### src/hw/rtl/cdc_pkg.sv
// Shared types and constants for the calendar date counter.
package cdc_pkg;

	localparam logic [11:0] YEAR_MIN = 12'd1800;
	localparam logic [11:0] YEAR_MAX = 12'd2099;

	typedef enum logic [2:0] {
		ST_IDLE,
		ST_LOAD,
		ST_STEP,
		ST_SUM,
		ST_WDAY,
		ST_OUT
	} state_t;

	// controller -> datapath
	typedef struct packed {
		logic capture;
		logic load;
		logic step;
		logic sum;
		logic wday;
		logic out_load;
	} cmd_t;

	// datapath -> controller
	typedef struct packed {
		logic func;
		logic count_zero;
		logic at_end;
	} status_t;

endpackage

### src/hw/rtl/cdc_ctrl.sv
// Controller state machine for the calendar date counter.
module cdc_ctrl (
	input  logic              clk,
	input  logic              arst_n,
	input  logic              in_valid,
	output logic              in_stall,
	output logic              out_valid,
	input  logic              out_stall,
	input  cdc_pkg::status_t  status,
	output cdc_pkg::cmd_t     cmd
);
	import cdc_pkg::*;

	state_t state_q, state_d;
	logic   out_valid_q;

	always_ff @(posedge clk or negedge arst_n) begin
		if (!arst_n) begin
			state_q     <= ST_IDLE;
			out_valid_q <= 1'b0;
		end else begin
			state_q <= state_d;
			if (cmd.out_load) begin
				out_valid_q <= 1'b1;
			end else if (!out_stall) begin
				out_valid_q <= 1'b0;
			end
		end
	end

	always_comb begin
		state_d = state_q;
		cmd     = '0;
		unique case (state_q)
			ST_IDLE: begin
				if (in_valid) begin
					cmd.capture = 1'b1;
					state_d     = ST_STEP;
				end
			end
			ST_STEP: begin
				// captured func decides: load items pass straight through
				if (!status.func) begin
					cmd.load = 1'b1;
					state_d  = ST_SUM;
				end else begin
					cmd.step = 1'b1;
					if (status.count_zero || status.at_end) begin
						state_d = ST_SUM;
					end
				end
			end
			ST_LOAD: begin
				cmd.load = 1'b1;
				state_d  = ST_SUM;
			end
			ST_SUM: begin
				cmd.sum = 1'b1;
				state_d = ST_WDAY;
			end
			ST_WDAY: begin
				cmd.wday = 1'b1;
				state_d  = ST_OUT;
			end
			ST_OUT: begin
				// wait for the output register to free up
				if (!out_valid_q || !out_stall) begin
					cmd.out_load = 1'b1;
					state_d      = ST_IDLE;
				end
			end
			default: state_d = ST_IDLE;
		endcase
	end

	assign in_stall  = (state_q != ST_IDLE);
	assign out_valid = out_valid_q;

endmodule

### src/hw/rtl/cdc_dpath.sv
// Datapath for the calendar date counter: date registers, stepper, weekday.
module cdc_dpath #(
	parameter int DELTA_BITS = 18
) (
	input  logic                         clk,
	input  logic                         arst_n,
	input  cdc_pkg::cmd_t                cmd,
	output cdc_pkg::status_t             status,
	input  logic                         func,
	input  logic [4:0]                   load_day,
	input  logic [3:0]                   load_month,
	input  logic [11:0]                  load_year,
	input  logic signed [DELTA_BITS-1:0] day_delta,
	output logic [4:0]                   cur_day,
	output logic [3:0]                   cur_month,
	output logic [11:0]                  cur_year,
	output logic [2:0]                   week_day,
	output logic                         range_hit
);
	import cdc_pkg::*;

	localparam logic [15:0] RECIP_7 = 16'd37450; // ceil(2^18 / 7)

	// valid only for years 1800..2099
	function automatic logic is_leap(input logic [11:0] y);
		return (y[1:0] == 2'd0) && (y != 12'd1800) && (y != 12'd1900);
	endfunction

	function automatic logic [4:0] month_len(input logic [3:0] m, input logic leap);
		logic [4:0] len;
		unique case (m) inside
			4'd4, 4'd6, 4'd9, 4'd11: len = 5'd30;
			4'd2:                    len = leap ? 5'd29 : 5'd28;
			default:                 len = 5'd31;
		endcase
		return len;
	endfunction

	// floor(31 * mm / 12) for the March-based month index
	function automatic logic [4:0] month_ofs(input logic [3:0] mm);
		logic [4:0] v;
		unique case (mm)
			4'd1:    v = 5'd2;
			4'd2:    v = 5'd5;
			4'd3:    v = 5'd7;
			4'd4:    v = 5'd10;
			4'd5:    v = 5'd12;
			4'd6:    v = 5'd15;
			4'd7:    v = 5'd18;
			4'd8:    v = 5'd20;
			4'd9:    v = 5'd23;
			4'd10:   v = 5'd25;
			4'd11:   v = 5'd28;
			default: v = 5'd31;
		endcase
		return v;
	endfunction

	logic [4:0]            day_q;
	logic [3:0]            month_q;
	logic [11:0]           year_q;
	logic                  func_q;
	logic [4:0]            ld_day_q;
	logic [3:0]            ld_month_q;
	logic [11:0]           ld_year_q;
	logic [DELTA_BITS-1:0] count_q;
	logic                  neg_q;
	logic                  hit_q;
	logic [11:0]           sum_q;
	logic [2:0]            wday_q;
	logic [4:0]            out_day_q;
	logic [3:0]            out_month_q;
	logic [11:0]           out_year_q;
	logic [2:0]            out_wday_q;
	logic                  out_hit_q;

	// magnitude of the delta; the most negative value fits as unsigned
	logic [DELTA_BITS-1:0] delta_mag;
	assign delta_mag = day_delta[DELTA_BITS-1] ? (~day_delta + 1'b1) : day_delta;

	// load repair
	logic [11:0] yr_a, yr_c;
	logic [3:0]  mo_c;
	logic [4:0]  len_ld, dy_c;

	always_comb begin
		yr_a = ld_year_q;
		if (ld_year_q < 12'd100) begin
			yr_a = ld_year_q + ((ld_year_q < 12'd50) ? 12'd2000 : 12'd1900);
		end
		yr_c = yr_a;
		if (yr_a < YEAR_MIN) yr_c = YEAR_MIN;
		if (yr_a > YEAR_MAX) yr_c = YEAR_MAX;
		mo_c = ld_month_q;
		if (ld_month_q < 4'd1)  mo_c = 4'd1;
		if (ld_month_q > 4'd12) mo_c = 4'd12;
		len_ld = month_len(mo_c, is_leap(yr_c));
		dy_c = ld_day_q;
		if (ld_day_q < 5'd1)  dy_c = 5'd1;
		if (ld_day_q > len_ld) dy_c = len_ld;
	end

	// one-day step
	logic [4:0]  len_cur, len_prev;
	logic        at_end, count_zero, do_step;

	assign len_cur    = month_len(month_q, is_leap(year_q));
	assign len_prev   = month_len(month_q - 4'd1, is_leap(year_q));
	assign count_zero = (count_q == '0);
	assign at_end     = neg_q ?
		((year_q <= YEAR_MIN) && (month_q <= 4'd1) && (day_q <= 5'd1)) :
		((year_q >= YEAR_MAX) && (month_q >= 4'd12) && (day_q >= 5'd31));
	assign do_step    = cmd.step && !count_zero && !at_end;

	// weekday terms, March-based year
	logic        early;
	logic [11:0] yy, c100, c400, sum_d;
	logic [3:0]  mm;

	always_comb begin
		early = (month_q <= 4'd2);
		yy    = year_q - {11'd0, early};
		mm    = early ? (month_q + 4'd10) : (month_q - 4'd2);
		if (yy < 12'd1800)      c100 = 12'd17;
		else if (yy < 12'd1900) c100 = 12'd18;
		else if (yy < 12'd2000) c100 = 12'd19;
		else                    c100 = 12'd20;
		c400  = (yy < 12'd2000) ? 12'd4 : 12'd5;
		sum_d = {7'd0, day_q} + yy + {2'd0, yy[11:2]} - c100 + c400
			+ {7'd0, month_ofs(mm)};
	end

	// sum mod 7 through a reciprocal; exact for sums below 4096
	logic [27:0] prod;
	logic [9:0]  quo;
	logic [12:0] quo7, rem;

	assign prod = sum_q * RECIP_7;
	assign quo  = prod[27:18];
	assign quo7 = {quo, 3'd0} - {3'd0, quo};
	assign rem  = {1'b0, sum_q} - quo7;

	always_ff @(posedge clk or negedge arst_n) begin
		if (!arst_n) begin
			day_q   <= 5'd1;
			month_q <= 4'd1;
			year_q  <= 12'd2000;
		end else if (cmd.load) begin
			day_q   <= dy_c;
			month_q <= mo_c;
			year_q  <= yr_c;
		end else if (do_step) begin
			if (!neg_q) begin
				if (day_q >= len_cur) begin
					day_q <= 5'd1;
					if (month_q >= 4'd12) begin
						month_q <= 4'd1;
						year_q  <= year_q + 12'd1;
					end else begin
						month_q <= month_q + 4'd1;
					end
				end else begin
					day_q <= day_q + 5'd1;
				end
			end else begin
				if (day_q > 5'd1) begin
					day_q <= day_q - 5'd1;
				end else if (month_q > 4'd1) begin
					month_q <= month_q - 4'd1;
					day_q   <= len_prev;
				end else begin
					month_q <= 4'd12;
					year_q  <= year_q - 12'd1;
					day_q   <= 5'd31;
				end
			end
		end
	end

	always_ff @(posedge clk) begin
		if (cmd.capture) begin
			func_q     <= func;
			ld_day_q   <= load_day;
			ld_month_q <= load_month;
			ld_year_q  <= load_year;
			count_q    <= func ? delta_mag : '0;
			neg_q      <= day_delta[DELTA_BITS-1];
			hit_q      <= 1'b0;
		end else begin
			if (do_step) count_q <= count_q - 1'b1;
			if (cmd.step && !count_zero && at_end) hit_q <= 1'b1;
		end
		if (cmd.sum)  sum_q  <= sum_d;
		if (cmd.wday) wday_q <= rem[2:0];
		if (cmd.out_load) begin
			out_day_q   <= day_q;
			out_month_q <= month_q;
			out_year_q  <= year_q;
			out_wday_q  <= wday_q;
			out_hit_q   <= hit_q;
		end
	end

	assign status.func       = func_q;
	assign status.count_zero = count_zero;
	assign status.at_end     = at_end;

	assign cur_day   = out_day_q;
	assign cur_month = out_month_q;
	assign cur_year  = out_year_q;
	assign week_day  = out_wday_q;
	assign range_hit = out_hit_q;

endmodule

### src/hw/rtl/calendar_date_counter_core.sv
// Top level of the calendar date counter.
// Holds one Gregorian date between 1800-01-01 and 2099-12-31 and returns
// one result per input transfer: the date after the item and its weekday.
// Input channel: in_valid/in_stall with func, load fields and day_delta.
//   func = 0 loads a repaired date, func = 1 steps by signed day_delta.
// Output channel: out_valid/out_stall with cur_day, cur_month, cur_year,
//   week_day (0 = Sunday) and range_hit.
// Sequence: after the transfer the controller runs ST_STEP, ST_SUM, ST_WDAY
//   and ST_OUT. In ST_STEP a load writes the repaired date and an advance
//   steps |day_delta| days, stopping early at a range end. The stepper moves
//   one day per cycle. Flow: one item at a time; in_stall is high from the
//   transfer until the result enters the output register.
// A waiting result does not block the next transfer; only the load of the
//   following result waits while out_stall holds the register.
// Reset: date is 2000-01-01, no result pending, input ready.
module calendar_date_counter_core #(
	parameter int DELTA_BITS = 18
) (
	input  logic                         clk,
	input  logic                         arst_n,
	input  logic                         in_valid,
	output logic                         in_stall,
	input  logic                         func,
	input  logic [4:0]                   load_day,
	input  logic [3:0]                   load_month,
	input  logic [11:0]                  load_year,
	input  logic signed [DELTA_BITS-1:0] day_delta,
	output logic                         out_valid,
	input  logic                         out_stall,
	output logic [4:0]                   cur_day,
	output logic [3:0]                   cur_month,
	output logic [11:0]                  cur_year,
	output logic [2:0]                   week_day,
	output logic                         range_hit
);
	import cdc_pkg::*;

	cmd_t    cmd;
	status_t status;

	cdc_ctrl u_ctrl (
		.clk       (clk),
		.arst_n    (arst_n),
		.in_valid  (in_valid),
		.in_stall  (in_stall),
		.out_valid (out_valid),
		.out_stall (out_stall),
		.status    (status),
		.cmd       (cmd)
	);

	cdc_dpath #(
		.DELTA_BITS (DELTA_BITS)
	) u_dpath (
		.clk        (clk),
		.arst_n     (arst_n),
		.cmd        (cmd),
		.status     (status),
		.func       (func),
		.load_day   (load_day),
		.load_month (load_month),
		.load_year  (load_year),
		.day_delta  (day_delta),
		.cur_day    (cur_day),
		.cur_month  (cur_month),
		.cur_year   (cur_year),
		.week_day   (week_day),
		.range_hit  (range_hit)
	);

endmodule

### config.mk
export PLATFORM = sky130hd
export DESIGN_NAME = calendar_date_counter_core
export DESIGN_NICKNAME = d
export VERILOG_FILES = /design/src/hw/rtl/cdc_pkg.sv /design/src/hw/rtl/cdc_ctrl.sv /design/src/hw/rtl/cdc_dpath.sv /design/src/hw/rtl/calendar_date_counter_core.sv
export SDC_FILE = /design/constraint.sdc
export NUM_CORES = 1
export LEC_CHECK = 0
export BUFFER_PORTS_ARGS = -buffer_cell sky130_fd_sc_hd__buf_2
export CORE_AREA = 5 5 144 146
export CTS_BUF_LIST = sky130_fd_sc_hd__clkbuf_4 sky130_fd_sc_hd__clkbuf_8
export CTS_CLUSTER_DIAMETER = 50
export DETAILED_ROUTE_END_ITERATION = 6
export DIE_AREA = 0 0 149 151
export GPL_TIMING_DRIVEN = 0
export PLACE_DENSITY_LB_ADDON = 0.25
export SYNTH_ARGS = -nofsm -noshare
export SYNTH_HDL_FRONTEND = slang
export SYNTH_SLANG_ARGS = --single-unit
### constraint.sdc
create_clock -name clk -period 6.8 [get_ports clk]
set_clock_uncertainty 0.1 [all_clocks]
set_input_delay 0 -clock clk [delete_from_list [all_inputs] [get_ports clk]]
set_output_delay 0 -clock clk [all_outputs]
set_load 0.01 [all_outputs]
Word level (Yosys, flattened, before mapping)
Memories as Yosys holds them, arrays and structs flattened. Cells that the tools add are included.

Flip-flop bits (word level): 107. Memory bits (read-only): 80. Bits of input ports: 44. Output and inout bits: 27. Logic and storage cells: 184. Memories: 1.

Memory list: (no name shown) (depth 16, width 5, rd ports 1, clocked after memory_dff 0, write ports 0, RTL line cdc_dpath.sv:42) `unique case (mm)`.

Add/sub/neg operators: 19. $mul: 1. $lt $le $gt $ge: 21. Eq/ne operators: 30. Muxes and demuxes: 60. Bitwise operators: 1. Reductions and logical operators: 32.

Operator list (number): 12-bit two-way mux (12); 18-bit two-way mux (4); 12-bit by 11-bit < comparator with 1-bit output (second input constant) (4); 12-bit by 11-bit inequality test with 1-bit output (second input constant) (4); 4-bit two-way mux (10); 5-bit two-way mux (8); 5-bit one-hot mux with 2 select lines (3); 12-bit adder (2); 4-bit by 3-bit == test with 1-bit output (second input constant) (6); 4-bit == test (second input constant) (6); 12-bit by 15-bit multiplier with 20-bit output (second input constant) (1); 18-bit by 1-bit adder with 18-bit output (second input constant) (1); 18-bit logical NOT (1); 18-bit inverter (1); 3-bit one-hot mux with 6 select lines (1); 18-bit by 1-bit subtractor with 18-bit output (second input constant) (1); 1-bit two-way mux (15); 3-bit two-way mux (5); 12-bit by 1-bit adder with 12-bit output (second input constant) (1); 12-bit by 10-bit adder with 12-bit output (1); 12-bit by 5-bit adder with 12-bit output (1); 5-bit by 12-bit adder with 12-bit output (1); 4-bit by 2-bit == test with 1-bit output (second input constant) (3); 12-bit greater-or-equal comparator (second input constant) (1); 45 further kinds (71).

Longest topological paths before layout
Gate-level depths: netlist of run 1.

Word-level depth: 15. Mapped depth: 29. Gate-level depth less buffers: 29.

By module
From an unflattened synthesis of run 1, not the netlist that was laid out.

Cell total of the unflattened synthesis: 916. Area total of the unflattened synthesis: 9281.4 sq um.

By module, submodules not included: cdc_dpath (times used 1, cells each 886, area each 9017.4 sq um, sequential area each 2987.9 sq um); cdc_ctrl (times used 1, cells each 30, area each 264.0 sq um, sequential area each 100.1 sq um).

Worst setup path after synthesis of run 1
Ideal clock, no wire load.

Path type: reg2reg. From: register u_dpath.month_q[2]. To: register u_dpath.sum_q[10] (data pin). Arrival: 6334 ps. Required time: 6442 ps. Path slack: 108 ps. Stages on the path, launching flop included: 28. Period minus slack after synthesis: 6692 ps. Cells stage by stage: dfrtp_1 > inv_1 > ha_1 > nand2_1 > a21oi_1 > ha_1 > nor3b_1 > nand4b_1 > xor2_1 > ha_1 > or3b_4 > o41ai_4 > nor2_1 > fa_1 > fa_1 > inv_1 > fa_1 > ha_1 > inv_1 > fa_1 > inv_1 > a21oi_1 > o21ai_0 > a21oi_1 > o21bai_1 > a21o_1 > a21oi_1 > xnor2_1.

Word-level cells in the longest chain between the ends: 9. Elaborated cells between the ends (all ways): 18. Classes of those cells: add/sub: 8; order compare: 4; mux: 5; memory: 1.

RTL lines: start, declared (RTL line cdc_dpath.sv:60) `logic [3:0] month_q;`; start signal, assigned (RTL line cdc_dpath.sv:150) `month_q <= mo_c;`; start signal, assigned (RTL line cdc_dpath.sv:160) `month_q <= month_q + 4'd1;`; start signal, assigned (RTL line cdc_dpath.sv:169) `month_q <= month_q - 4'd1;`; parallel branches: the longest is 8 deep, another holds 12-bit by 1-bit subtractor with 12-bit output; 12-bit by 5-bit adder with 12-bit output (*) (RTL line cdc_dpath.sv:130) `+ {7'd0, month_ofs(mm)};`; net u_dpath.sum_d[10] (RTL line cdc_dpath.sv:117) `logic [11:0] yy, c100, c400, sum_d;`; end signal, assigned (RTL line cdc_dpath.sv:193) `if (cmd.sum) sum_q <= sum_d;`; end, declared (RTL line cdc_dpath.sv:69) `logic [11:0] sum_q;`.

Mark *: on every way through the listed nets, which the timed path passes. A chain may end at the register's enable or synchronous reset.

Worst setup path after layout of run 1
From: register u_dpath.month_q[2]. To: register u_dpath.sum_q[11] (data pin).

Same word-level chain as after synthesis.

==> run_results.csv, run 1 <==
group,metric,value,unit
final_layout,fin_area,10900,um^2
synth,synth_enable_flop_cells,81,
clock_tree,insertion_delay,0.39,ns
setup_path,crit_top_cell,"ha_1",
synth,synth_ff_type,"edfxtp_1",
setup_path,crit_path_max_fanout,5,
final_layout,final_util,56.8,%
setup_path,cp_data_arrival_time,6.52,ns
placement,dp_hpwl,16400,um
routing,drt_iter0_markers,538,
setup_path,critPathTopFamily,"adder cells",
worst_hold_path,min_path_type,"in -> reg",
placement,port_buffers,70,
synth,yosysWarnings,0,
clock_tree,cts_max_level,3,
synth,yosysTopAreaCell,"edfxtp_1",
global_routing,grt_pass1_wl,35500,um
sta,slew_viol_final,0,
routing,drt-total-wl,21200,um
synth,syn_area_per_cell,9.71,um^2
clock_tree,cts_buffers,9,
setup_path,path_class,"reg -> reg",
final_layout,final_common_cell,"ha_1",
routing,dr_total_vias,7468,
clock_tree,cts_sinks,107,
global_routing,grt_pass1_vias,7355,
setup_path,cp_num_buf_inv,5,
synth,syn_inst,969,
sta,post-route-worst-setup-slack,0.328,ns
run,maxCapViolations,0,
sta,fmax,155,MHz
floorplan,die_w,149,um
setup_path,end_kind,"flip-flop",
clock_tree,clk_pin_slew,0.11,ns
placement,pre_cts_ws,-0.733,ns
sta,post-route-min-period,6.47,ns
synth,synthTopCellsByArea,"edfxtp_1 26%, ha_1 16%, fa_1 7.9%",
setup_path,critical_path_depth,28,
routing,wl_per_cell,15.4,um
floorplan,start_util,48.8,%
setup_path,crit_path_max_incr_delay,0.59,ns
routing,dr.pass1.iters,5,
setup_path,r2r_cells,28,
floorplan,ios,71,
placement,place_congestion,0.898,
synth,async_reset_ff_share,23.4,%
floorplan,num_rows,51,
synth,yosysSeqAreaShare,32.8,%
final_layout,nFillCells,1702,
floorplan,coreArea,19300,um^2
routing,ant_nets,0,
global_routing,grt_max_degree,33,
outcome,status,"completed",
global_routing,overflow,0,
final_layout,drive_above_1_share,14.0,%
final_layout,area_delta_synth_final,16.2,%
sta,period_share,95.2,%
routing,route.detailed.drc,0,
synth,synth.distinct_cells,79,
clock_tree,cts_tree,"built",
sta,worstMarginPinSlew,1.07,ns
sta,max-slew-margin-rel,28.7,%
floorplan,dieArea,22500,um^2
final_layout,fin_nets,1308,
final_layout,antenna_cells,0,
setup_path,worstSetupStartpointType,"flip-flop",
sta,final-setup-viol-count,0,
routing,via_per_inst,5.43,
synth,syn-num-nets,1172,
clock_tree,root_buffer,"clkbuf_8",
final_layout,final_cell_mix,"120 x ha_1, 113 x inv_1, 81 x edfxtp_1",
placement,place_area,10100,um^2
global_routing,grt_usage,19.5,%
global_routing,antenna_found_initial,0,
clock_tree,cts.path.max_buffers,2,
sta,final_hold_viol_count,0,
floorplan,die_y,151,um
synth,ys_ff_latch,107,
worst_hold_path,whs_path_depth,4,
setup_path,worst_path_max_delay_cell,"fa_1",
synth,syn-cell-area,9410,um^2
synth,netlist.area_leader.share,25.8,%
setup_path,required,6.85,ns
==> what timing repair did <==
item / CTS / global route
endpoints found under the setup margin: 6 / 4
hold endpoints to repair: 73 / 0
hold buffers: 41 / 0
setup buffers: 2 / 11
resized for setup: 7 / 15
pin swaps: 2 / 6
gates cloned: 0 / 0
==> state kept, by name, summed over array words and instances, names as in the netlist, 3 cells and up <==
| register | flops |
|---|---|
| u_dpath.ld_year_q | 12 |
| u_dpath.count_q | 18 |
| u_dpath.cur_year | 12 |
| u_dpath.cur_day | 5 |
| u_dpath.ld_month_q | 4 |
| u_dpath.ld_day_q | 5 |
| u_dpath.cur_month | 4 |
| u_dpath.day_q | 5 |
| u_ctrl.state_q | 3 |
| u_dpath.sum_q | 12 |
| u_dpath.month_q | 4 |
| u_dpath.wday_q | 3 |
| u_dpath.week_day | 3 |
| u_dpath.year_q | 12 |
==> kinds of logic (layout without fill, tap and decap cells) <==
family	Yosys count	after routing	share of synthesized area, %
AO/OA/AOI/OAI	221	221	15.5
XOR/XNOR	74	74	6.89
adder cells (fa/ha/maj)	159	159	24.1
buffers and inverters	152	293	6.26
flip-flops	107	107	32.8
multiplexers	9	9	0.957
AND/OR/NAND/NOR	247	247	13.5
==> worst min-delay path, delay by kind of cell <==
kind | cells | cell delay, ns
AO/OA/AOI/OAI | 1 | 0.08
XOR/XNOR | 1 | 0.12
buffers and inverters | 1 | 0.11
AND/OR/NAND/NOR | 1 | 0.09
==> per-layer routing <==
| metal | vias to the layer above | GRT usage (%) | wire length (um) |
|---|---|---|---|
| met4 | 0 | 6.22 | 391 |
| met5 | - | 0 | 0 |
| met2 | 175 | 34.2 | 10600 |
| met1 | 3533 | 24.9 | 9320 |
| met3 | 28 | 2.96 | 966 |
| li1 | 3732 | - | - |
==> metrics by stage <==
stage | std cells | hold slack (ns) | TNS (ns)
2_1_floorplan | 969 | -0.396 | 0
3_3_place_gp | 1304 | -0.0399 | -1.94
3_5_place_dp | 1305 | -0.0388 | -2.51
4_1_cts | 1364 | 0.00624 | 0
5_1_grt | 1375 | 0.0277 | -0.0457
6_report | 1375 | 0.0342 | 0
==> final cells by class <==
cell class | instances | area [um^2] | share of cell area [%]
Multi-Input combinational cell | 710 | 5810 | 53.1
Buffer | 33 | 144 | 1.32
Clock inverter | 7 | 108 | 0.984
Tap cell | 265 | 332 | 3.03
Timing Repair Buffer | 125 | 878 | 8.03
Inverter | 119 | 455 | 4.16
Clock buffer | 9 | 124 | 1.13
Sequential cell | 107 | 3090 | 28.3
==> synth_stat cells, types with 9 or more instances <==
cell	count
ha_1	122
inv_1	116
edfxtp_1	81
nand2_1	64
a21oi_1	59
nor2_1	54
o21ai_0	39
xnor2_1	38
fa_1	37
xor2_1	36
clkbuf_1	25
nor3_1	25
nand3_1	23
o22ai_1	18
dfrtp_1	17
and3_1	13
o31ai_1	11
a31oi_1	10
mux2i_1	9
nor2b_1	9
nor4_1	9
o211ai_1	9
==> worst paths after layout <==
path                                    startpoint                  end  slack, ns
min in group asynchronous                   arst_n   u_dpath.month_q[3]       0.05
worst min-delay path                  day_delta[8]   u_dpath.count_q[8]       0.03
max in group asynchronous                   arst_n   u_dpath.month_q[2]       6.11
worst max-delay path            u_dpath.month_q[2]    u_dpath.sum_q[11]       0.33
worst max register to register  u_dpath.month_q[2]    u_dpath.sum_q[11]       0.33
worst min register to register   u_dpath.wday_q[0]  u_dpath.week_day[0]       0.33
Power of run 1 is not shown: default switching activity piles up to over one toggle a cycle in this logic, so the estimate is an artifact.
==> run 2: changes to the inputs <==
--- a/config.mk
+++ b/config.mk
@@ -6,11 +6,11 @@
 export NUM_CORES = 1
 export LEC_CHECK = 0
 export BUFFER_PORTS_ARGS = -buffer_cell sky130_fd_sc_hd__buf_2
-export CORE_AREA = 5 5 144 146
+export CORE_AREA = 2 2 167 120
 export CTS_BUF_LIST = sky130_fd_sc_hd__clkbuf_4 sky130_fd_sc_hd__clkbuf_8
 export CTS_CLUSTER_DIAMETER = 50
 export DETAILED_ROUTE_END_ITERATION = 6
-export DIE_AREA = 0 0 149 151
+export DIE_AREA = 0 0 169 122
 export GPL_TIMING_DRIVEN = 0
 export PLACE_DENSITY_LB_ADDON = 0.25
 export SYNTH_ARGS = -nofsm -noshare
==> run 2 against run 1 <==
Effect of this change: routed wire length up 2.3%; clock-buffer cell count up 1; hold slack worse by 0.0076 ns; utilization up 0.094 points; die area down 8.4%; sequential share of layout area about the same; fmax down 0.10%; critical endpoint is now u_dpath.sum_q[10].
==> run_results.csv, run 2 (synthesis results as in run 1) <==
group,metric,value,unit
routing,route.detailed.drc,0,
floorplan,ios,71,
clock_tree,cts_sinks,107,
global_routing,grt_pass1_vias,7147,
final_layout,largest_reg_flops,18,
final_layout,nFillCells,1721,
setup_path,required,6.87,ns
sta,final-setup-viol-count,0,
clock_tree,cts_max_level,3,
clock_tree,root_buffer,"clkbuf_8",
clock_tree,clk_pin_slew,0.11,ns
clock_tree,cts_buffers,9,
placement,place_congestion,0.916,
setup_path,path_class,"reg -> reg",
setup_path,worst_path_max_delay_cell,"fa_1",
routing,ant_nets,0,
final_layout,antenna_cells,0,
setup_path,cp_data_arrival_time,6.54,ns
sta,final_hold_viol_count,0,
setup_path,worstSetupStartpointType,"flip-flop",
setup_path,critPathTopFamily,"adder cells",
setup_path,ff2ff_setup_slack,0.32,ns
final_layout,drive_above_1_share,14.9,%
final_layout,final_common_cell,"ha_1",
setup_path,cp_num_buf_inv,5,
sta,slew_viol_final,0,
placement,port_buffers,70,
global_routing,grt_usage,21.8,%
floorplan,die_w,169,um
run,maxCapViolations,0,
setup_path,r2r_cells,28,
setup_path,r2r_end,"u_dpath.sum_q[10]",
final_layout,fin_area,10900,um^2
placement,dp_hpwl,16300,um
routing,drt-total-wl,21700,um
clock_tree,cts.path.max_buffers,2,
setup_path,end_kind,"flip-flop",
floorplan,num_rows,43,
floorplan,coreArea,19300,um^2
setup_path,crit_path_max_fanout,4,
clock_tree,cts_tree,"built",
worst_hold_path,min_to,"u_dpath.count_q[2]",
routing,via_per_inst,5.49,
final_layout,area_delta_synth_final,16.3,%
outcome,status,"completed",
floorplan,die_y,122,um
worst_hold_path,whs_path_depth,4,
clock_tree,insertion_delay,0.41,ns
global_routing,grt_pass1_wl,35600,um
sta,period_share,95.3,%
global_routing,grt_max_degree,33,
routing,dr.pass1.iters,5,
placement,place_area,10100,um^2
sta,max-slew-margin-rel,29.8,%
global_routing,overflow,0,
final_layout,fin_nets,1316,
sta,post-route-min-period,6.48,ns
routing,dr_total_vias,7491,
final_layout,regMostFlops,"u_dpath.count_q",
worst_hold_path,worstHoldStart,"day_delta[2]",
worst_hold_path,min_path_type,"in -> reg",
sta,worstMarginPinSlew,1.03,ns
setup_path,r2r_start,"u_dpath.month_q[2]",
floorplan,start_util,48.9,%
global_routing,antenna_found_initial,0,
floorplan,dieArea,20600,um^2
sta,fmax,154,MHz
final_layout,final_cell_mix,"118 x ha_1, 113 x inv_1, 81 x edfxtp_1",
routing,drt_iter0_markers,629,
routing,wl_per_cell,15.9,um
setup_path,crit_path_max_incr_delay,0.53,ns
run 2: changes by cell type in the layout (fill, tap and decap cells not counted), moves of 2 or more:
cell       before  now
ha_1          120  118
fa_2            2    4
ha_2            2    4
fa_1           35   33
bufinv_16       2    0
buf_4          14   21
run 2: timing repair:
| action | CTS | global route |
|---|---|---|
| setup endpoints to repair | 6 | 4 |
| resized for setup | 9 | 17 |
| buffers inserted | 1 | 19 |
| hold buffers | 42 | 0 |
| hold endpoints to repair | 74 | 0 |
| gates cloned | 0 | 0 |
| pin swaps | 1 | 13 |
run 2: how the worst max path moves through the flow:
stage | startpoint | to | slack, ns | depth (start not counted)
after floorplan | u_dpath.month_q[2] | u_dpath.sum_q[10] | 0.11 | 27
after global placement | u_dpath.month_q[2] | u_dpath.sum_q[10] | -0.70 | 27
after detailed placement | u_dpath.month_q[2] | u_dpath.sum_q[10] | -0.71 | 27
after CTS | u_dpath.month_q[2] | u_dpath.sum_q[10] | 0.04 | 28
after global routing | u_dpath.month_q[2] | u_dpath.sum_q[10] | -0.05 | 28
final | u_dpath.month_q[2] | u_dpath.sum_q[10] | 0.32 | 28
run 2: metal layers:
layer	vias up	global-route usage [%]	share of wire [%]
li1	3752	-	-
met1	3521	32.5	50
met2	204	33.8	44
met3	14	4.09	5.3
met4	0	3.58	0.75
met5	-	0	0
run 2: stage by stage:
stage / TNS (ns) / worst slack [ns] / std cells / util [%] / hold WS (ns)
5_1_grt: -0.0578 / -0.0535 / 1365 / 56.8 / 0.0144
3_3_place_gp: -2.38 / -0.705 / 1286 / 52.3 / -0.0410
2_1_floorplan: 0 / 0.108 / 969 / - / -0.396
3_5_place_dp: -2.61 / -0.714 / 1287 / 52.5 / -0.0331
4_1_cts: 0 / 0.0423 / 1346 / 55.8 / 0.000150
6_report: 0 / 0.321 / 1365 / 56.8 / 0.0266
run 2: final cells by class:
| class | instances | area [um^2] | share of cell area, % |
|---|---|---|---|
| sequential | 107 | 3090 | 28.2 |
| multi-input combinational | 710 | 5820 | 53.1 |
| timing repair buffer | 133 | 941 | 8.59 |
| tap | 247 | 309 | 2.82 |
| clock buffer | 10 | 138 | 1.26 |
| inverter | 119 | 453 | 4.14 |
| clock inverter | 6 | 55.1 | 0.503 |
| buffer | 33 | 144 | 1.31 |
run 2: worst min-delay path, cell delays in order:
cell and delay, ns:
buf_2 0.13, xnor2_1 0.13, nand3_1 0.09, o21ai_0 0.08
Power of run 2 is left out for the same reason.
==> run 3: changes to the inputs <==
--- a/config.mk
+++ b/config.mk
@@ -6,11 +6,12 @@
 export NUM_CORES = 1
 export LEC_CHECK = 0
 export BUFFER_PORTS_ARGS = -buffer_cell sky130_fd_sc_hd__buf_2
-export CORE_AREA = 2 2 167 120
+export CAP_MARGIN = 25
+export CORE_AREA = 2 2 176 127
 export CTS_BUF_LIST = sky130_fd_sc_hd__clkbuf_4 sky130_fd_sc_hd__clkbuf_8
 export CTS_CLUSTER_DIAMETER = 50
 export DETAILED_ROUTE_END_ITERATION = 6
-export DIE_AREA = 0 0 169 122
+export DIE_AREA = 0 0 178 129
 export GPL_TIMING_DRIVEN = 0
 export PLACE_DENSITY_LB_ADDON = 0.25
 export SYNTH_ARGS = -nofsm -noshare
==> run 3 against run 2 <==
Effect of this change: fmax shrank 0.68%; cell area is essentially flat; register-to-register slack lost 0.04 ns; via count shrank 0.27%; sequential share of layout area is essentially flat; routed wire length shrank 0.17%; worst setup slack lost 0.044 ns; largest cell class unchanged.
==> run_results.csv, run 3 (synthesis results as in run 1) <==
group,metric,value,unit
setup_path,crit_path_max_fanout,5,
global_routing,overflow,0,
routing,wl_per_cell,15.5,um
clock_tree,cts_tree,"built",
global_routing,grt_usage,19.7,%
placement,pre_cts_ws,-0.755,ns
final_layout,final_util,51.6,%
final_layout,antenna_cells,0,
placement,place_area,10100,um^2
sta,final_hold_viol_count,0,
clock_tree,cts_sinks,107,
clock_tree,clk_pin_slew,0.10,ns
sta,slew_viol_final,0,
setup_path,crit_path_max_incr_delay,0.45,ns
floorplan,dieArea,23000,um^2
sta,final-setup-viol-count,0,
placement,dp_hpwl,16500,um
clock_tree,insertion_delay,0.40,ns
final_layout,drive_above_1_share,14.9,%
setup_path,worst_path_max_delay_cell,"dfrtp_2",
setup_path,end_kind,"flip-flop",
final_layout,area_delta_synth_final,16.3,%
global_routing,grt_pass1_vias,7165,
floorplan,ios,71,
global_routing,antenna_found_initial,0,
routing,drt-total-wl,21700,um
routing,dr_total_vias,7471,
routing,dr.pass1.iters,5,
placement,port_buffers,70,
sta,post-route-worst-setup-slack,0.277,ns
routing,drt_iter0_markers,448,
clock_tree,cts_buffers,9,
clock_tree,root_buffer,"clkbuf_8",
final_layout,fin_nets,1311,
sta,worstMarginPinSlew,0.964,ns
final_layout,largest_reg_flops,18,
sta,max-slew-margin-rel,34.1,%
clock_tree,cts.path.max_buffers,2,
final_layout,regMostFlops,"u_dpath.count_q",
setup_path,cp_num_buf_inv,6,
setup_path,required,6.85,ns
outcome,status,"completed",
placement,dp_cells,1322,
worst_hold_path,min_path_type,"in -> reg",
global_routing,grt_pass1_wl,35800,um
routing,ant_nets,0,
floorplan,die_y,129,um
setup_path,critPathTopFamily,"adder cells",
final_layout,final_common_cell,"ha_1",
final_layout,final_cell_mix,"117 x ha_1, 111 x inv_1, 81 x edfxtp_1",
floorplan,coreArea,21200,um^2
routing,route.detailed.drc,0,
run,maxCapViolations,0,
sta,period_share,95.9,%
clock_tree,cts_max_level,3,
routing,via_per_inst,5.36,
final_layout,nFillCells,1943,
sta,post-route-min-period,6.52,ns
setup_path,path_class,"reg -> reg",
final_layout,fin_area,10900,um^2
setup_path,worstSetupStartpointType,"flip-flop",
setup_path,cp_data_arrival_time,6.57,ns
setup_path,crit_top_cell,"ha_2",
floorplan,num_rows,45,
global_routing,grt_max_degree,33,
floorplan,die_w,178,um
final_layout,finalNonFillerCells,1395,
floorplan,start_util,44.3,%
placement,place_congestion,0.897,
sta,fmax,153,MHz
-- run 3: through the flow --
step | hold slack [ns] | setup TNS, ns
CTS | 0.000188 | 0
global placement | -0.0442 | -2.56
finish | 0.0259 | 0
detailed placement | -0.0484 | -2.85
global route | 0.0464 | -0.0146
floorplan | -0.396 | 0
-- run 3: worst min-delay path, delay by kind of cell --
kind | cells | cell delay, ns
and+or+nand+nor | 1 | 0.08
buffers and inverters | 1 | 0.11
xor gates and xnor gates | 1 | 0.15
AOI/OAI and AO/OA | 1 | 0.07
-- run 3: final timing paths --
check,start,endpoint,slack [ns],cells past startpoint
min in group asynchronous,arst_n,u_dpath.year_q[5],0.07,2
max reg2reg,u_dpath.month_q[2],u_dpath.sum_q[10],0.28,30
max,u_dpath.month_q[2],u_dpath.sum_q[10],0.28,30
min reg2reg,u_dpath.wday_q[1],u_dpath.week_day[1],0.33,0
max in group asynchronous,arst_n,u_dpath.month_q[2],6.08,2
min,day_delta[8],u_dpath.count_q[8],0.03,4
-- run 3: what timing repair did --
action / 4_1_cts / 5_1_grt
setup endpoints to repair: 6 / 4
buffers inserted: 1 / 14
pin swaps: 2 / 22
hold buffers: 41 / 0
hold endpoints to repair: 73 / 0
resized for setup: 7 / 24
-- run 3: layout make-up --
cell class / instances / area (um^2) / area share, %
plain buffers: 33 / 144 / 1.31
clock buffers: 10 / 131 / 1.20
clock inverters: 6 / 47.5 / 0.434
inverters: 119 / 455 / 4.16
multi-input cells: 710 / 5820 / 53.2
flip-flops and latches: 107 / 3090 / 28.2
well taps: 282 / 353 / 3.22
repair buffers: 128 / 901 / 8.23
-- run 3: routing by layer --
layer  track usage [%]  share of wire [%]  vias up
met3              2.78                5.1       19
li1                  -                  -     3735
met1              30.1                 51     3520
met2              29.3                 42      197
met4              4.48                1.3        0
met5                 0                  0        -
Power of run 3 is left out for the same reason.
